File: src/hw/rtl/consumer_renewal_flag_table_unit_macros.svh
// ----------------------------------------------------------------------------
// consumer renewal flag table: assertion macros
// shared helpers for the concurrent checks in the rtl
// ----------------------------------------------------------------------------
`ifndef CONSUMER_RENEWAL_FLAG_TABLE_UNIT_MACROS_SVH
`define CONSUMER_RENEWAL_FLAG_TABLE_UNIT_MACROS_SVH

// same-cycle implication, disabled during reset
`define CRFT_ASSERT_IMP(lbl, clk, rst, ante, cons, msg) \
   lbl: assert property (@(posedge clk) disable iff (rst) (ante) |-> (cons)) \
      else $error(msg);

// next-cycle implication, disabled during reset
`define CRFT_ASSERT_NXT(lbl, clk, rst, ante, cons, msg) \
   lbl: assert property (@(posedge clk) disable iff (rst) (ante) |=> (cons)) \
      else $error(msg);

`endif

File: src/hw/rtl/crft_pkg.sv
// ----------------------------------------------------------------------------
// crft_pkg
// shared types and constants of the consumer renewal flag table
// ----------------------------------------------------------------------------
`default_nettype none

package crft_pkg;

   localparam int ID_W = 32;

   localparam logic CMD_RENEW   = 1'b0;
   localparam logic CMD_CONSUME = 1'b1;

   typedef enum logic [1:0] {
      ST_IDLE = 2'b01,
      ST_SCAN = 2'b10
   } state_type;

   // compare result of one registered id store read
   typedef struct packed {
      logic vld;
      logic match;
   } probe_type;

endpackage

`default_nettype wire

File: src/hw/rtl/crft_id_store.sv
// ----------------------------------------------------------------------------
// crft_id_store
// consumer id memory with one write port, one registered read port and
// a key compare on the read data
// ----------------------------------------------------------------------------
`default_nettype none

module crft_id_store
   import crft_pkg::*;
#(
   parameter int ENTRIES = 8,
   localparam int IW = (ENTRIES > 1) ? $clog2(ENTRIES) : 1
) (
   input  wire logic            clock,
   input  wire logic            reset,
   input  wire logic            wr_en,
   input  wire logic [IW-1:0]   wr_addr,
   input  wire logic [ID_W-1:0] wr_data,
   input  wire logic            rd_en,
   input  wire logic [IW-1:0]   rd_addr,
   input  wire logic [ID_W-1:0] key,
   output probe_type            probe
);

   logic [ID_W-1:0] id_mem_ff [ENTRIES];
   logic [ID_W-1:0] rd_data_ff;
   logic            rd_vld_ff;

   always_ff @(posedge clock) begin
      if (wr_en) begin
         id_mem_ff[wr_addr] <= wr_data;
      end
      if (rd_en) begin
         rd_data_ff <= id_mem_ff[rd_addr];
      end
   end

   always_ff @(posedge clock) begin
      if (reset) begin
         rd_vld_ff <= 1'b0;
      end else begin
         rd_vld_ff <= rd_en;
      end
   end

   assign probe.vld   = rd_vld_ff;
   assign probe.match = (rd_data_ff == key);

endmodule

`default_nettype wire

File: src/hw/rtl/consumer_renewal_flag_table_unit.sv
// ----------------------------------------------------------------------------
// consumer_renewal_flag_table_unit
// tracks which consumers have seen the current value of one location
//
//   channel   ports                                  handshake
//   request   req_command, req_consumer_id           start & !busy
//   response  rsp_was_fresh, rsp_overflow            rsp_valid, one cycle
//
// renew, and consume on an empty table: result in the cycle after the beat.
// consume: entries are read one per cycle from the id memory and compared
// in the cycle after the read; a hit answers at the first matching entry,
// a miss once the last stored entry has been compared.
// busy covers the scan; the response cannot be stalled.
// synchronous reset empties the table and clears all fresh marks at once.
// ----------------------------------------------------------------------------
`default_nettype none

`include "consumer_renewal_flag_table_unit_macros.svh"

module consumer_renewal_flag_table_unit
   import crft_pkg::*;
#(
   parameter int ENTRIES = 8
) (
   input  wire logic            clock,
   input  wire logic            reset,
   input  wire logic            start,
   output      logic            busy,
   input  wire logic            req_command,
   input  wire logic [ID_W-1:0] req_consumer_id,
   output      logic            rsp_valid,
   output      logic            rsp_was_fresh,
   output      logic            rsp_overflow
);

   localparam int IW = (ENTRIES > 1) ? $clog2(ENTRIES) : 1;
   localparam int CW = $clog2(ENTRIES + 1);

   state_type        state_ff, state_in;
   logic [CW-1:0]    count_ff, count_in;
   logic [CW-1:0]    issue_ff, issue_in;
   logic [IW-1:0]    cmp_idx_ff, cmp_idx_in;
   logic [ENTRIES-1:0] fresh_ff, fresh_in;
   logic [ID_W-1:0]  id_ff, id_in;
   logic             rsp_valid_ff, rsp_valid_in;
   logic             rsp_was_fresh_ff, rsp_was_fresh_in;
   logic             rsp_overflow_ff, rsp_overflow_in;

   logic             wr_en;
   logic [IW-1:0]    wr_addr;
   logic [ID_W-1:0]  wr_data;
   logic             rd_en;
   logic [IW-1:0]    rd_addr;
   probe_type        probe;
   logic [CW-1:0]    cnt_m1;
   logic             last_cmp;
   logic             has_room;

   crft_id_store #(
      .ENTRIES (ENTRIES)
   ) u_id_store (
      .clock   (clock),
      .reset   (reset),
      .wr_en   (wr_en),
      .wr_addr (wr_addr),
      .wr_data (wr_data),
      .rd_en   (rd_en),
      .rd_addr (rd_addr),
      .key     (id_ff),
      .probe   (probe)
   );

   assign cnt_m1   = count_ff - CW'(1);
   assign last_cmp = (cmp_idx_ff == cnt_m1[IW-1:0]);
   assign has_room = (count_ff != CW'(ENTRIES));

   always_comb begin
      state_in         = state_ff;
      count_in         = count_ff;
      issue_in         = issue_ff;
      fresh_in         = fresh_ff;
      id_in            = id_ff;
      rsp_valid_in     = 1'b0;
      rsp_was_fresh_in = 1'b0;
      rsp_overflow_in  = 1'b0;
      wr_en            = 1'b0;
      wr_addr          = count_ff[IW-1:0];
      wr_data          = id_ff;
      rd_en            = 1'b0;
      rd_addr          = issue_ff[IW-1:0];

      case (state_ff)
         ST_IDLE: begin
            if (start) begin
               id_in = req_consumer_id;
               if (req_command == CMD_RENEW) begin
                  // entries past the count are never read, so mark them all
                  fresh_in     = '1;
                  rsp_valid_in = 1'b1;
               end else if (count_ff == '0) begin
                  wr_en            = 1'b1;
                  wr_data          = req_consumer_id;
                  fresh_in[0]      = 1'b0;
                  count_in         = CW'(1);
                  rsp_valid_in     = 1'b1;
                  rsp_was_fresh_in = 1'b1;
               end else begin
                  issue_in = '0;
                  state_in = ST_SCAN;
               end
            end
         end
         ST_SCAN: begin
            if (issue_ff != count_ff) begin
               rd_en    = 1'b1;
               issue_in = issue_ff + CW'(1);
            end
            if (probe.vld) begin
               if (probe.match) begin
                  rsp_valid_in         = 1'b1;
                  rsp_was_fresh_in     = fresh_ff[cmp_idx_ff];
                  fresh_in[cmp_idx_ff] = 1'b0;
                  state_in             = ST_IDLE;
               end else if (last_cmp) begin
                  // unknown consumer: append if there is room
                  rsp_valid_in     = 1'b1;
                  rsp_was_fresh_in = 1'b1;
                  state_in         = ST_IDLE;
                  if (has_room) begin
                     wr_en                      = 1'b1;
                     fresh_in[count_ff[IW-1:0]] = 1'b0;
                     count_in                   = count_ff + CW'(1);
                  end else begin
                     rsp_overflow_in = 1'b1;
                  end
               end
            end
         end
         default: begin
            state_in = ST_IDLE;
         end
      endcase
   end

   assign cmp_idx_in = rd_en ? issue_ff[IW-1:0] : cmp_idx_ff;

   always_ff @(posedge clock) begin
      if (reset) begin
         state_ff     <= ST_IDLE;
         count_ff     <= '0;
         fresh_ff     <= '0;
         rsp_valid_ff <= 1'b0;
      end else begin
         state_ff     <= state_in;
         count_ff     <= count_in;
         fresh_ff     <= fresh_in;
         rsp_valid_ff <= rsp_valid_in;
      end
   end

   always_ff @(posedge clock) begin
      issue_ff         <= issue_in;
      cmp_idx_ff       <= cmp_idx_in;
      id_ff            <= id_in;
      rsp_was_fresh_ff <= rsp_was_fresh_in;
      rsp_overflow_ff  <= rsp_overflow_in;
   end

   assign busy          = (state_ff != ST_IDLE);
   assign rsp_valid     = rsp_valid_ff;
   assign rsp_was_fresh = rsp_was_fresh_ff;
   assign rsp_overflow  = rsp_overflow_ff;

   `CRFT_ASSERT_IMP(a_count_range, clock, reset, 1'b1,
      count_ff <= CW'(ENTRIES), "entry count past table size")
   `CRFT_ASSERT_IMP(a_rsp_idle, clock, reset, rsp_valid_ff,
      state_ff == ST_IDLE, "response while scanning")
   `CRFT_ASSERT_IMP(a_ovf_full, clock, reset, rsp_valid_ff && rsp_overflow_ff,
      rsp_was_fresh_ff && !has_room, "overflow without full table")
   `CRFT_ASSERT_NXT(a_beat_done, clock, reset, start && !busy,
      busy || rsp_valid_ff, "accepted beat left no trace")
   `CRFT_ASSERT_IMP(a_probe_idx, clock, reset, busy && probe.vld,
      CW'(cmp_idx_ff) < count_ff, "compare past stored entries")

endmodule

`default_nettype wire
File: config.mk
export PLATFORM = sky130hd
export DESIGN_NAME = consumer_renewal_flag_table_unit
export DESIGN_NICKNAME = d
export VERILOG_FILES = /design/src/hw/rtl/crft_pkg.sv /design/src/hw/rtl/crft_id_store.sv /design/src/hw/rtl/consumer_renewal_flag_table_unit.sv
export VERILOG_INCLUDE_DIRS = /design/src /design/src/hw/rtl
export SDC_FILE = /design/constraint.sdc
export NUM_CORES = 1
export LEC_CHECK = 0
export ABC_AREA = 1
export BUFFER_PORTS_ARGS = -buffer_cell sky130_fd_sc_hd__buf_2
export CORE_MARGIN = 8
export CORE_UTILIZATION = 50
export DETAILED_ROUTE_END_ITERATION = 12
export PLACE_DENSITY = 0.77
export SYNTH_ARGS = -nofsm -noshare
export SYNTH_HDL_FRONTEND = slang
export SYNTH_SLANG_ARGS = --single-unit
File: constraint.sdc
create_clock -name clock -period 5.1 [get_ports clock]
set_input_delay 1.02 -clock clock [delete_from_list [all_inputs] [get_ports clock]]
set_output_delay 1.02 -clock clock [all_outputs]
set_load 0.005 [all_outputs]
Word-level counts from Yosys, hierarchy flattened. Memories as Yosys holds them, arrays and structs flattened. A register that Yosys moved wholly into a read port is not among the register bits. Cells that the tools add are included.

Bits in writable memories: 256. Memories: 1. Latch bits: 0. Bits in registers: 57. Bits of input ports: 36. ROM bits: 0. Output and inout bits: 4. Logic and storage cells: 118.

Shift operators: 0. Divide/modulo/power cells: 0. Add/sub/neg operators: 3. Order comparisons: 4. Bitwise operators: 7. Multipliers: 0. Mux-type cells: 61. Equality and inequality tests: 20. Reductions and logical operators: 11.

Memories: u_id_store.id_mem_ff (depth 8, width 32, rd ports 1, clocked after memory_dff 1, wr ports 1, RTL line crft_id_store.sv:25) `logic [ID_W-1:0] id_mem_ff [ENTRIES];`.

Operator list (count): 32-bit two-way mux (4); 4-bit two-way mux (11); 8-bit two-way mux (5); 32-bit equality test (1); 1-bit two-way mux (24); 2-bit != test (second input constant) (9); 8-bit AND (2); 8-bit NOT (2); 4-bit case mux with 2 select lines (2); 8-bit case mux with 2 select lines (1); 2-bit two-way mux (6); 6-bit AND reduction (2); 5-bit AND reduction (2); 3-bit != test (second input constant) (3); 4-bit by 1-bit adder with 4-bit output (second input constant) (2); 3-bit by 4-bit less-than comparator with 1-bit output (second input constant) (2); 8-bit AND reduction (1); 7-bit two-way mux (1); 1-bit demux with 3-bit select (2); 3-bit by 1-bit greater-or-equal comparator with 1-bit output (second input constant) (2); 1-bit case mux with 2 select lines (3); 4-bit logical NOT (1); 2-bit by 1-bit != test with 1-bit output (second input constant) (2); 4-bit != test (1); other kinds (12) (15).

Depth between registers and ports, before layout. Gate-level depths: netlist of run 1.

Word-level depth: 11. Mapped depth: 14. Depth with buffers taken out: 14.

Modules after synthesis. Synthesis of run 1 repeated with hierarchy kept, for this count alone.

Cells, all modules: 1380. Area, all modules: 14771.7 µm².

By module, submodules not included: crft_id_store (area each 11743.8 µm², instances 1, sequential area each 8668.3 µm², cells an instance 1008); consumer_renewal_flag_table_unit (area each 3027.9 µm², instances 1, sequential area each 1511.4 µm², cells an instance 372).

Least setup slack after synthesis of run 1. OpenSTA, ideal clock, no wires.

Path type: register to register. Start: reg count_ff[1]. End: mem u_id_store.id_mem_ff[0][0] (enable). Required time: 4679 ps. Stages on the path, launching flop included: 14. Clock period less this slack: 3581 ps. Setup time: 421 ps. Path slack: 1519 ps. Path buffers: 1. Data arrival time: 3160 ps. Cell sequence: dfxtp_1 clkbuf_1 inv_1 ha_1 xnor2_1 nor2_1 nand2b_4 inv_1 nand2_1 nor2_1 nand2_1 nand2_1 nand2_1 nor2_1.

Word-level cells in the longest chain between the ends: 8. Elaborated cells on any way between the ends: 14. Those cells by class: 1 x add/sub; 2 x eq/ne; 10 x mux; 1 x reduce/logical.

RTL lines: from (decl) (RTL line consumer_renewal_flag_table_unit.sv:40) `logic [CW-1:0] count_ff, count_in;`; from (signal assigned) (RTL line consumer_renewal_flag_table_unit.sv:155) `count_ff <= count_in;`; 3-bit by 1-bit subtractor with 3-bit output or 4-bit != test (tied branches) (RTL line consumer_renewal_flag_table_unit.sv:73, consumer_renewal_flag_table_unit.sv:75); 3-bit equality test or 1-bit two-way mux (tied branches) (RTL line consumer_renewal_flag_table_unit.sv:74, consumer_renewal_flag_table_unit.sv:129); 1-bit two-way mux (RTL line consumer_renewal_flag_table_unit.sv:124) `end else if (last_cmp) begin`; 1-bit two-way mux (RTL line consumer_renewal_flag_table_unit.sv:119) `if (probe.match) begin`; 1-bit two-way mux (RTL line consumer_renewal_flag_table_unit.sv:118) `if (probe.vld) begin`; 1-bit case mux with 2 select lines (RTL line consumer_renewal_flag_table_unit.sv:92) `case (state_ff)`; 1-bit two-way mux (RTL line crft_id_store.sv:30) `if (wr_en) begin`; 1-bit two-way mux (implied by the code) (RTL line crft_id_store.sv:31) `id_mem_ff[wr_addr] <= wr_data;`; to (decl) (RTL line crft_id_store.sv:25).

Several ways; a longest one is shown, not always the timed one.

Worst setup path after layout of run 1.
Start: reg count_ff[0]. End: mem u_id_store.id_mem_ff[1][1] (enable).

Same word-level chain as after synthesis.

==> metrics.txt, run 1 <==
# TYPE chip_impl_metric gauge
chip_impl_metric{name="htree_num_levels",unit=""} 2
chip_impl_metric{name="die_x",unit="um"} 185
chip_impl_metric{name="final_layout_size_suffix_gt1_share",unit="%"} 9.37
chip_impl_metric{name="route.antenna.remaining_nets",unit=""} 0
chip_impl_metric{name="cp_data_arrival_time",unit="ns"} 3.88
chip_impl_info{name="rsz0062_at_grt",value="false"} 1
chip_impl_metric{name="antenna_cells_inserted",unit=""} 0
chip_impl_metric{name="vias",unit=""} 9296
chip_impl_metric{name="max_cap_viol_count",unit=""} 0
chip_impl_metric{name="avgSynthCellArea",unit="um^2"} 11.6
chip_impl_info{name="criticalPathCategory",value="reg2reg"} 1
chip_impl_metric{name="synth-seq-cells",unit=""} 345
chip_impl_metric{name="initial_core_util",unit="%"} 50.3
chip_impl_metric{name="setup-tns-final",unit="ns"} 0
chip_impl_metric{name="drt_wl_total",unit="um"} 31100
chip_impl_metric{name="final_cell_area_excluding_filler_cells",unit="um^2"} 15900
chip_impl_metric{name="maxSlewHeadroom",unit="%"} 18.0
chip_impl_metric{name="reg2reg_depth",unit=""} 12
chip_impl_metric{name="vias_per_cell",unit=""} 5.58
chip_impl_info{name="outcome",value="complete, no violations"} 1
chip_impl_metric{name="final_cell_count_no_fill",unit=""} 1665
chip_impl_metric{name="grt_start_max_net_pins",unit=""} 92
chip_impl_metric{name="power_density_of_the_placed_cells",unit="nW/um^2"} 498
chip_impl_metric{name="total_die_area",unit="um^2"} 34300
chip_impl_metric{name="power_leakage",unit="uW"} 0.00554
chip_impl_metric{name="cts.clk_slew.worst_paths",unit="ns"} 0.06
chip_impl_metric{name="die_h",unit="um"} 185
chip_impl_metric{name="setup_viol",unit=""} 0
chip_impl_metric{name="maxSlewViolCount",unit=""} 0
chip_impl_metric{name="synth_enable_flop_cells",unit=""} 327
chip_impl_info{name="yosysTopAreaCell",value="sky130_fd_sc_hd__edfxtp_1"} 1
chip_impl_metric{name="ctsLongestPathBuffers",unit=""} 3
chip_impl_metric{name="tightestPinTransition",unit="ns"} 1.23
chip_impl_info{name="synth_commonest_cells",value="327 x sky130_fd_sc_hd__edfxtp_1, 260 x sky130_fd_sc_hd__nor2_1, 180 x sky130_fd_sc_hd__nand2_1"} 1
chip_impl_metric{name="cts-hold-fix-buffers",unit=""} 0
chip_impl_metric{name="core_region_area",unit="um^2"} 28500
chip_impl_metric{name="tritoncts.num_buffers",unit=""} 35
chip_impl_metric{name="placement.io_buffers",unit=""} 39
chip_impl_info{name="r2r_end",value="u_id_store.id_mem_ff[1][1]"} 1
chip_impl_metric{name="max_freq",unit="MHz"} 266
chip_impl_metric{name="drc",unit=""} 0
chip_impl_metric{name="area_growth",unit="%"} 11.4
chip_impl_metric{name="via_count_of_the_first_global_routing_pass",unit=""} 9044
chip_impl_metric{name="synthCells",unit=""} 1233
chip_impl_metric{name="boundaryPins",unit=""} 40
chip_impl_info{name="crit-reg2reg-launch",value="count_ff[0]"} 1
chip_impl_metric{name="synth_cell_type_count",unit=""} 38
chip_impl_info{name="worstHoldPathType",value="reg2reg"} 1
chip_impl_metric{name="dpl_cell_area",unit="um^2"} 14900
chip_impl_metric{name="nFillCells",unit=""} 2295
chip_impl_metric{name="fp-row-count",unit=""} 62
chip_impl_metric{name="grtUsageTotal",unit="%"} 18.1
chip_impl_info{name="synth_top_cells_by_area",value="sky130_fd_sc_hd__edfxtp_1 69%, sky130_fd_sc_hd__nor2_1 6.8%, sky130_fd_sc_hd__o21ai_0 4.9%, sky130_fd_sc_hd__nand2_1 4.7%, sky130_fd_sc_hd__dfxtp_1 2.5%"} 1
chip_impl_metric{name="drt_iter0_markers",unit=""} 1135
chip_impl_info{name="cts_tree",value="built"} 1
chip_impl_metric{name="finClkSkew",unit="ns"} 0.0129
chip_impl_metric{name="critical_path_required",unit="ns"} 5.22
chip_impl_metric{name="layout_worst_path_cycle_share",unit="%"} 73.6
chip_impl_metric{name="route.detailed.wl_per_inst",unit="um"} 18.7
chip_impl_info{name="worstHoldEndpoint",value="fresh_ff[6]"} 1
chip_impl_metric{name="min_delay_path_depth",unit=""} 2
chip_impl_info{name="most_frequently_used_cell_type_in_the_post_synthesis_netlist",value="sky130_fd_sc_hd__edfxtp_1"} 1
chip_impl_metric{name="worst_ir_drop_vdd",unit="uV"} 209
chip_impl_metric{name="dpl.cell_count",unit=""} 1604
chip_impl_metric{name="antenna_violations_before_repair",unit=""} 0
chip_impl_metric{name="syn_nets",unit=""} 1275
chip_impl_metric{name="post_synth_instance_area",unit="um^2"} 14300
chip_impl_metric{name="synth-seq-area-share",unit="%"} 71.1
chip_impl_metric{name="timing.final.crit_period",unit="ns"} 3.75
chip_impl_metric{name="clock-sinks",unit=""} 345
chip_impl_metric{name="async_flop_share",unit="%"} 0
chip_impl_metric{name="finalHoldViolations",unit=""} 0
chip_impl_metric{name="crit_fanout",unit=""} 32
chip_impl_metric{name="gpl.final_weighted_congestion",unit=""} 0.912
chip_impl_metric{name="clkLatencyLatePin",unit="ns"} 0.52
chip_impl_metric{name="cts_resized",unit=""} 0
chip_impl_metric{name="ff2ff_setup_slack",unit="ns"} 1.35
chip_impl_metric{name="synthDominantCellAreaShare",unit="%"} 68.6
chip_impl_info{name="crit_path_start_kind",value="register"} 1
chip_impl_metric{name="setup_repair_bufs_after_cts",unit=""} 0
chip_impl_info{name="ys.flop_type",value="sky130_fd_sc_hd__edfxtp_1"} 1
chip_impl_metric{name="final_net_count",unit=""} 1299
chip_impl_metric{name="grt_overflow_total",unit=""} 0
chip_impl_info{name="clk_root_buffer_cell",value="sky130_fd_sc_hd__clkbuf_16"} 1
chip_impl_metric{name="global_route_wire_length_before_repair",unit="um"} 48700
chip_impl_metric{name="pre_repair_dr_iteration_count",unit=""} 5
chip_impl_info{name="critPathCaptureType",value="register"} 1
chip_impl_info{name="hold_start",value="fresh_ff[6]"} 1
chip_impl_metric{name="yosysWarningCount",unit=""} 0
chip_impl_metric{name="detailed_place_hpwl",unit="um"} 17500
placed cells by master (no fill, tap or decap), types with 2 or more instances in the layout:
| master | instances |
|---|---|
| sky130_fd_sc_hd__dfxtp_1 | 18 |
| sky130_fd_sc_hd__a21oi_2 | 5 |
| sky130_fd_sc_hd__bufinv_16 | 2 |
| sky130_fd_sc_hd__nor4_1 | 2 |
| sky130_fd_sc_hd__nand2_1 | 180 |
| sky130_fd_sc_hd__edfxtp_1 | 327 |
| sky130_fd_sc_hd__nand3_1 | 27 |
| sky130_fd_sc_hd__nor2_1 | 251 |
| sky130_fd_sc_hd__inv_1 | 56 |
| sky130_fd_sc_hd__nand3b_1 | 4 |
| sky130_fd_sc_hd__buf_2 | 39 |
| sky130_fd_sc_hd__nand2_2 | 3 |
| sky130_fd_sc_hd__inv_2 | 2 |
| sky130_fd_sc_hd__clkbuf_1 | 10 |
| sky130_fd_sc_hd__xnor2_1 | 26 |
| sky130_fd_sc_hd__nand2_4 | 2 |
| sky130_fd_sc_hd__nor2_4 | 11 |
| sky130_fd_sc_hd__xor2_1 | 7 |
| sky130_fd_sc_hd__o21ai_0 | 141 |
| sky130_fd_sc_hd__nor3_1 | 17 |
| sky130_fd_sc_hd__a21oi_1 | 9 |
| sky130_fd_sc_hd__clkbuf_16 | 36 |
| sky130_fd_sc_hd__o22ai_1 | 33 |
| sky130_fd_sc_hd__ha_1 | 6 |
| sky130_fd_sc_hd__clkinv_1 | 10 |
| sky130_fd_sc_hd__a31oi_1 | 32 |
| sky130_fd_sc_hd__buf_4 | 11 |
registers in the layout (all words and copies together), names as in the netlist:
signal and cells:
cmp_idx_ff 3, count_ff 4, fresh_ff 8, id_ff 32
issue_ff 4, rsp_overflow 1, rsp_valid 1, rsp_was_fresh 1
state_ff 2, u_id_store.id_mem_ff 256, u_id_store.rd_data_ff 32, u_id_store.rd_vld_ff 1
power breakdown:
part	internal, uW	leakage, uW	switching, uW
sequential	3590	0.00312	123
combinational	508	0.00190	1280
clock	1400	0.000517	1030
total	5500	0.00554	2440
final cells by class:
type / count / area, um^2 / area share (%)
Timing Repair Buffer: 50 / 278 / 1.74
Multi-Input combinational cell: 766 / 3720 / 23.3
Tap cell: 384 / 480 / 3.01
Sequential cell: 345 / 10200 / 63.8
Clock inverter: 15 / 133 / 0.832
Clock buffer: 46 / 938 / 5.88
Inverter: 59 / 221 / 1.39
routing by layer:
| layer | vias to the layer above | wire length [um] | track usage, % | part of all wire (%) |
|---|---|---|---|---|
| li1 | 4354 | - | - | - |
| met1 | 4514 | 13000 | 23.2 | 42 |
| met2 | 373 | 15400 | 30.9 | 49 |
| met3 | 55 | 2140 | 3.35 | 6.9 |
| met4 | 0 | 609 | 5.63 | 2.0 |
| met5 | - | 0 | 0 | 0 |
worst max-delay path, stage by stage (launching register included):
cell and delay (ns):
sky130_fd_sc_hd__dfxtp_1 0.53, sky130_fd_sc_hd__inv_1 0.20, sky130_fd_sc_hd__ha_1 0.36, sky130_fd_sc_hd__xnor2_1 0.13
sky130_fd_sc_hd__nor2_1 0.19, sky130_fd_sc_hd__nand2b_4 0.08, sky130_fd_sc_hd__inv_1 0.08, sky130_fd_sc_hd__nand2_1 0.07
sky130_fd_sc_hd__nor2_1 0.09, sky130_fd_sc_hd__nand2_1 0.06, sky130_fd_sc_hd__nand2_1 0.05, sky130_fd_sc_hd__nand2_1 0.41
sky130_fd_sc_hd__nor2_4 1.09
logic make-up (layout without fill, tap and decap cells):
| group | after synthesis | count (layout) | share of synthesized area (%) |
|---|---|---|---|
| compound gates | 224 | 224 | 8.59 |
| simple gates | 503 | 503 | 14.3 |
| fa+ha+maj | 6 | 6 | 0.524 |
| buf+inv | 122 | 170 | 3.42 |
| xor+xnor | 33 | 33 | 2.02 |
| flops | 345 | 345 | 71.1 |
worst max-delay path by stage:
stage,from,to,slack [ns],cells past startpoint
2_1_floorplan,count_ff[1],u_id_store.id_mem_ff[0][0],1.52,13
3_3_place_gp,req_command,u_id_store.id_mem_ff[1][6],1.30,7
3_5_place_dp,start,u_id_store.id_mem_ff[1][6],1.25,7
4_1_cts,count_ff[0],u_id_store.id_mem_ff[1][1],1.33,12
5_1_grt,count_ff[0],u_id_store.id_mem_ff[1][28],1.07,12
6_report,count_ff[0],u_id_store.id_mem_ff[1][1],1.35,12
stage by stage:
step / power [uW] / setup slack, ns / hold WS (ns) / util (%)
2_1_floorplan: 5000 / 1.52 / 0.454 / -
3_3_place_gp: 5460 / 1.30 / 0.470 / 52.3
3_5_place_dp: 5540 / 1.25 / 0.481 / 52.3
4_1_cts: 7950 / 1.33 / 0.489 / 56.0
5_1_grt: 8300 / 1.07 / 0.509 / 56.0
6_report: 7930 / 1.35 / 0.493 / 56.0
No activity file was read; power rests on OpenSTA's default activity.
==> run 2, diff against run 1 <==
ABC_AREA = 0   (was 1)
PLACE_DENSITY = 0.8   (was 0.77)
clock period = 3.29 ns   (was 5.1 ns; I/O delays follow)
==> run 2 against run 1 <==
  * Combinational power down 76%
  * Area after synthesis shrank 3.1%
  * Die area fell by 2.8%
  * Critical endpoint is now u_id_store.id_mem_ff[4][8]
==> metrics.txt, run 2 <==
# TYPE chip_impl_metric gauge
chip_impl_info{name="criticalPathCategory",value="reg2reg"} 1
chip_impl_metric{name="htree_num_levels",unit=""} 2
chip_impl_metric{name="cp.buffers_inverters",unit=""} 2
chip_impl_metric{name="largest_register_ffs",unit=""} 256
chip_impl_metric{name="simple_logic_cell_fraction_of_the_synthesized_area",unit="%"} 6.87
chip_impl_metric{name="area_growth",unit="%"} 14.4
chip_impl_info{name="critical-path-top-delay-family",value="simple AND/OR/NAND/NOR gates"} 1
chip_impl_metric{name="dpl_cell_area",unit="um^2"} 14800
chip_impl_metric{name="grt_overflow_total",unit=""} 0
chip_impl_info{name="slowest_stage",value="sky130_fd_sc_hd__dfxtp_1"} 1
chip_impl_metric{name="synth.area.mux_share",unit="%"} 13.6
chip_impl_metric{name="cts_resized",unit=""} 0
chip_impl_metric{name="post_synth_instance_area",unit="um^2"} 13900
chip_impl_metric{name="final_layout_size_suffix_gt1_share",unit="%"} 27.7
chip_impl_metric{name="async_flop_share",unit="%"} 0
chip_impl_metric{name="die_h",unit="um"} 183
chip_impl_metric{name="dpl.cell_count",unit=""} 1170
chip_impl_metric{name="syn_nets",unit=""} 810
chip_impl_info{name="crit_path_start_kind",value="register"} 1
chip_impl_metric{name="switching_share",unit="%"} 20.9
chip_impl_metric{name="final_cell_count_no_fill",unit=""} 1230
chip_impl_metric{name="placement.io_buffers",unit=""} 39
chip_impl_metric{name="fp-row-count",unit=""} 61
chip_impl_metric{name="die_x",unit="um"} 183
chip_impl_metric{name="finClkSkew",unit="ns"} 0.0170
chip_impl_metric{name="cts-hold-fix-buffers",unit=""} 0
chip_impl_metric{name="synthCells",unit=""} 768
chip_impl_info{name="rsz0062_at_grt",value="false"} 1
chip_impl_info{name="ys.flop_type",value="sky130_fd_sc_hd__edfxtp_1"} 1
chip_impl_metric{name="drt_iter0_markers",unit=""} 723
chip_impl_metric{name="clkLatencyLatePin",unit="ns"} 0.52
chip_impl_info{name="cts_tree",value="built"} 1
chip_impl_metric{name="worst_ir_drop_vdd",unit="uV"} 435
chip_impl_metric{name="critical_path_required",unit="ns"} 3.46
chip_impl_info{name="most-common-layout-cells",value="327 x sky130_fd_sc_hd__edfxtp_1, 109 x sky130_fd_sc_hd__nand2_1, 66 x sky130_fd_sc_hd__mux4_2, 39 x sky130_fd_sc_hd__buf_2, 36 x sky130_fd_sc_hd__clkbuf_16"} 1
chip_impl_metric{name="final_cell_area_excluding_filler_cells",unit="um^2"} 15900
chip_impl_metric{name="synth_cell_type_count",unit=""} 48
chip_impl_metric{name="comb_power_share",unit="%"} 4.7
chip_impl_metric{name="total_switching_power",unit="uW"} 1940
chip_impl_metric{name="grtUsageTotal",unit="%"} 17.4
chip_impl_info{name="critPathCaptureType",value="register"} 1
chip_impl_metric{name="yosysWarningCount",unit=""} 0
chip_impl_metric{name="antenna_violations_before_repair",unit=""} 0
chip_impl_metric{name="finalHoldViolations",unit=""} 0
chip_impl_metric{name="drc",unit=""} 0
chip_impl_info{name="yosysTopAreaCell",value="sky130_fd_sc_hd__edfxtp_1"} 1
chip_impl_metric{name="detailed_place_hpwl",unit="um"} 16500
chip_impl_info{name="path_cells",value="inv_1 -> ha_1 -> xnor2_2 -> xnor2_1 -> nand3_2 -> nor2_2 -> a31oi_4 -> nor4_4 -> buf_4"} 1
chip_impl_metric{name="boundaryPins",unit=""} 40
chip_impl_metric{name="final_net_count",unit=""} 872
chip_impl_info{name="reg_top3",value="u_id_store.id_mem_ff: 256 flops, id_ff: 32 flops, u_id_store.rd_data_ff: 32 flops"} 1
chip_impl_metric{name="power_density_of_the_placed_cells",unit="nW/um^2"} 586
chip_impl_metric{name="route.antenna.remaining_nets",unit=""} 0
chip_impl_metric{name="layout_worst_path_cycle_share",unit="%"} 92.9
chip_impl_metric{name="intPower",unit="uW"} 7350
chip_impl_info{name="largest_register",value="u_id_store.id_mem_ff"} 1
chip_impl_metric{name="antenna_cells_inserted",unit=""} 0
chip_impl_metric{name="synth_fa_ha_area_share",unit="%"} 0.541
chip_impl_metric{name="grt_start_max_net_pins",unit=""} 69
chip_impl_metric{name="max_stage_delay",unit="ns"} 0.54
chip_impl_metric{name="max_freq",unit="MHz"} 327
chip_impl_metric{name="synth-seq-cells",unit=""} 345
chip_impl_metric{name="cp_data_arrival_time",unit="ns"} 3.23
chip_impl_metric{name="synth-compound-area-share",unit="%"} 1.52
chip_impl_metric{name="total_die_area",unit="um^2"} 33300
chip_impl_metric{name="global_route_wire_length_before_repair",unit="um"} 44100
chip_impl_info{name="outcome",value="complete, no violations"} 1
chip_impl_metric{name="post_synth_xor_area_fraction",unit="%"} 2.65
chip_impl_metric{name="power.share.clock",unit="%"} 41.8
chip_impl_metric{name="setup-tns-final",unit="ns"} 0
chip_impl_metric{name="ctsLongestPathBuffers",unit=""} 3
chip_impl_metric{name="initial_core_util",unit="%"} 50.4
chip_impl_metric{name="clock-sinks",unit=""} 345
chip_impl_metric{name="tritoncts.num_buffers",unit=""} 36
chip_impl_metric{name="avgSynthCellArea",unit="um^2"} 18.1
chip_impl_metric{name="gpl.final_weighted_congestion",unit=""} 0.812
chip_impl_info{name="most_frequently_used_cell_type_in_the_post_synthesis_netlist",value="sky130_fd_sc_hd__edfxtp_1"} 1
chip_impl_metric{name="pre_repair_dr_iteration_count",unit=""} 5
chip_impl_metric{name="drt_wl_total",unit="um"} 28800
chip_impl_metric{name="p_seq_share",unit="%"} 53.5
chip_impl_metric{name="max_cap_viol_count",unit=""} 0
chip_impl_info{name="synth_top_cells_by_area",value="sky130_fd_sc_hd__edfxtp_1 71%, sky130_fd_sc_hd__mux4_2 11%, sky130_fd_sc_hd__nand2_1 2.9%, sky130_fd_sc_hd__mux2_2 2.7%, sky130_fd_sc_hd__dfxtp_1 2.6%"} 1
chip_impl_metric{name="synth_enable_flop_cells",unit=""} 327
chip_impl_metric{name="crit_fanout",unit=""} 21
chip_impl_metric{name="core_region_area",unit="um^2"} 27600
chip_impl_info{name="worstHoldPathType",value="in2reg"} 1
chip_impl_info{name="synth_top_family_by_area",value="multiplexers"} 1
chip_impl_metric{name="maxSlewViolCount",unit=""} 0
chip_impl_metric{name="tightestPinTransition",unit="ns"} 1.02
chip_impl_info{name="clk_root_buffer_cell",value="sky130_fd_sc_hd__clkbuf_16"} 1
chip_impl_metric{name="route.detailed.wl_per_inst",unit="um"} 23.4
chip_impl_info{name="final_common_cell",value="sky130_fd_sc_hd__edfxtp_1"} 1
chip_impl_metric{name="setup_viol",unit=""} 0
chip_impl_metric{name="vias_per_cell",unit=""} 5.84
chip_impl_metric{name="via_count_of_the_first_global_routing_pass",unit=""} 7205
chip_impl_metric{name="power_leakage",unit="uW"} 0.00527
chip_impl_metric{name="vias",unit=""} 7182
chip_impl_metric{name="synthDominantCellAreaShare",unit="%"} 70.8
chip_impl_info{name="synth_commonest_cells",value="327 x sky130_fd_sc_hd__edfxtp_1, 109 x sky130_fd_sc_hd__nand2_1, 66 x sky130_fd_sc_hd__mux4_2"} 1
chip_impl_metric{name="maxSlewHeadroom",unit="%"} 32.0
chip_impl_metric{name="timing.final.crit_period",unit="ns"} 3.06
chip_impl_metric{name="setup_repair_bufs_after_cts",unit=""} 0
chip_impl_metric{name="synth-seq-area-share",unit="%"} 73.4
chip_impl_metric{name="fin_worst_hold_slack",unit="ns"} 0.324
chip_impl_metric{name="cts.clk_slew.worst_paths",unit="ns"} 0.06
run 2: cell count changes in the layout (fill, tap and decap cells not counted), sizes merged, moves of 13 or more:
cell,change
o22ai,-32
a31oi,-30
inv,-49
mux4,+66
buf,+13
mux2,+34
o21ai,-141
nand3,-23
nor4,+14
nor2,-247
nand2,-76
run 2: final timing paths:
| check | start | endpoint | slack (ns) | cells past startpoint |
|---|---|---|---|---|
| min reg2reg | fresh_ff[4] | fresh_ff[4] | 0.50 | 2 |
| min | req_consumer_id[15] | id_ff[15] | 0.32 | 1 |
| max reg2reg | count_ff[0] | u_id_store.id_mem_ff[4][8] | 0.23 | 9 |
| max | count_ff[0] | u_id_store.id_mem_ff[4][8] | 0.23 | 9 |
run 2: kinds of logic (layout without fill, tap and decap cells):
kind of cell / count (synthesis) / after routing
flip-flops: 345 / 345
multiplexers: 102 / 102
XOR/XNOR: 42 / 42
buffers and inverters: 46 / 130
AND/OR/NAND/NOR: 202 / 202
adder cells (fa/ha/maj): 6 / 6
AO/OA/AOI/OAI: 25 / 25
run 2: metal layers:
layer  global-route usage [%]  share of wire, %
met5                        0                 0
met4                     4.85               1.9
met3                     2.94               6.4
met2                     28.6                50
met1                     23.8                42
run 2: per-stage QoR:
stage | util, % | total power (uW) | setup WS [ns]
2_1_floorplan | - | 5330 | 0.00641
3_3_place_gp | 53.5 | 5480 | 0.429
3_5_place_dp | 53.5 | 5500 | 0.264
4_1_cts | 57.6 | 9380 | 0.238
5_1_grt | 57.6 | 9580 | 0.0494
6_report | 57.6 | 9300 | 0.234
run 2: final cells by class:
type                    instances  area (um^2)
repair buffers                 63          413
clock inverters                16          190
flip-flops and latches        345        10200
well taps                     378          473
fillers                      1959        11700
inverters                       7         26.3
clock buffers                  44          931
multi-input cells             377         3660
run 2: power groups by stage:
stage,combinational (uW),clock (uW),sequential (uW)
6_report,434,3890,4970
5_1_grt,474,4130,4980
4_1_cts,437,3970,4970
3_5_place_dp,434,0,5060
3_3_place_gp,416,0,5060
2_1_floorplan,288,0,5050
run 2: worst reg2reg max path, stage by stage, from the launching register on:
cell,delay (ns)
sky130_fd_sc_hd__dfxtp_1,0.54
sky130_fd_sc_hd__inv_1,0.16
sky130_fd_sc_hd__ha_1,0.27
sky130_fd_sc_hd__xnor2_2,0.20
sky130_fd_sc_hd__xnor2_1,0.17
sky130_fd_sc_hd__nand3_2,0.19
sky130_fd_sc_hd__nor2_2,0.23
sky130_fd_sc_hd__a31oi_4,0.29
sky130_fd_sc_hd__nor4_4,0.25
sky130_fd_sc_hd__buf_4,0.40
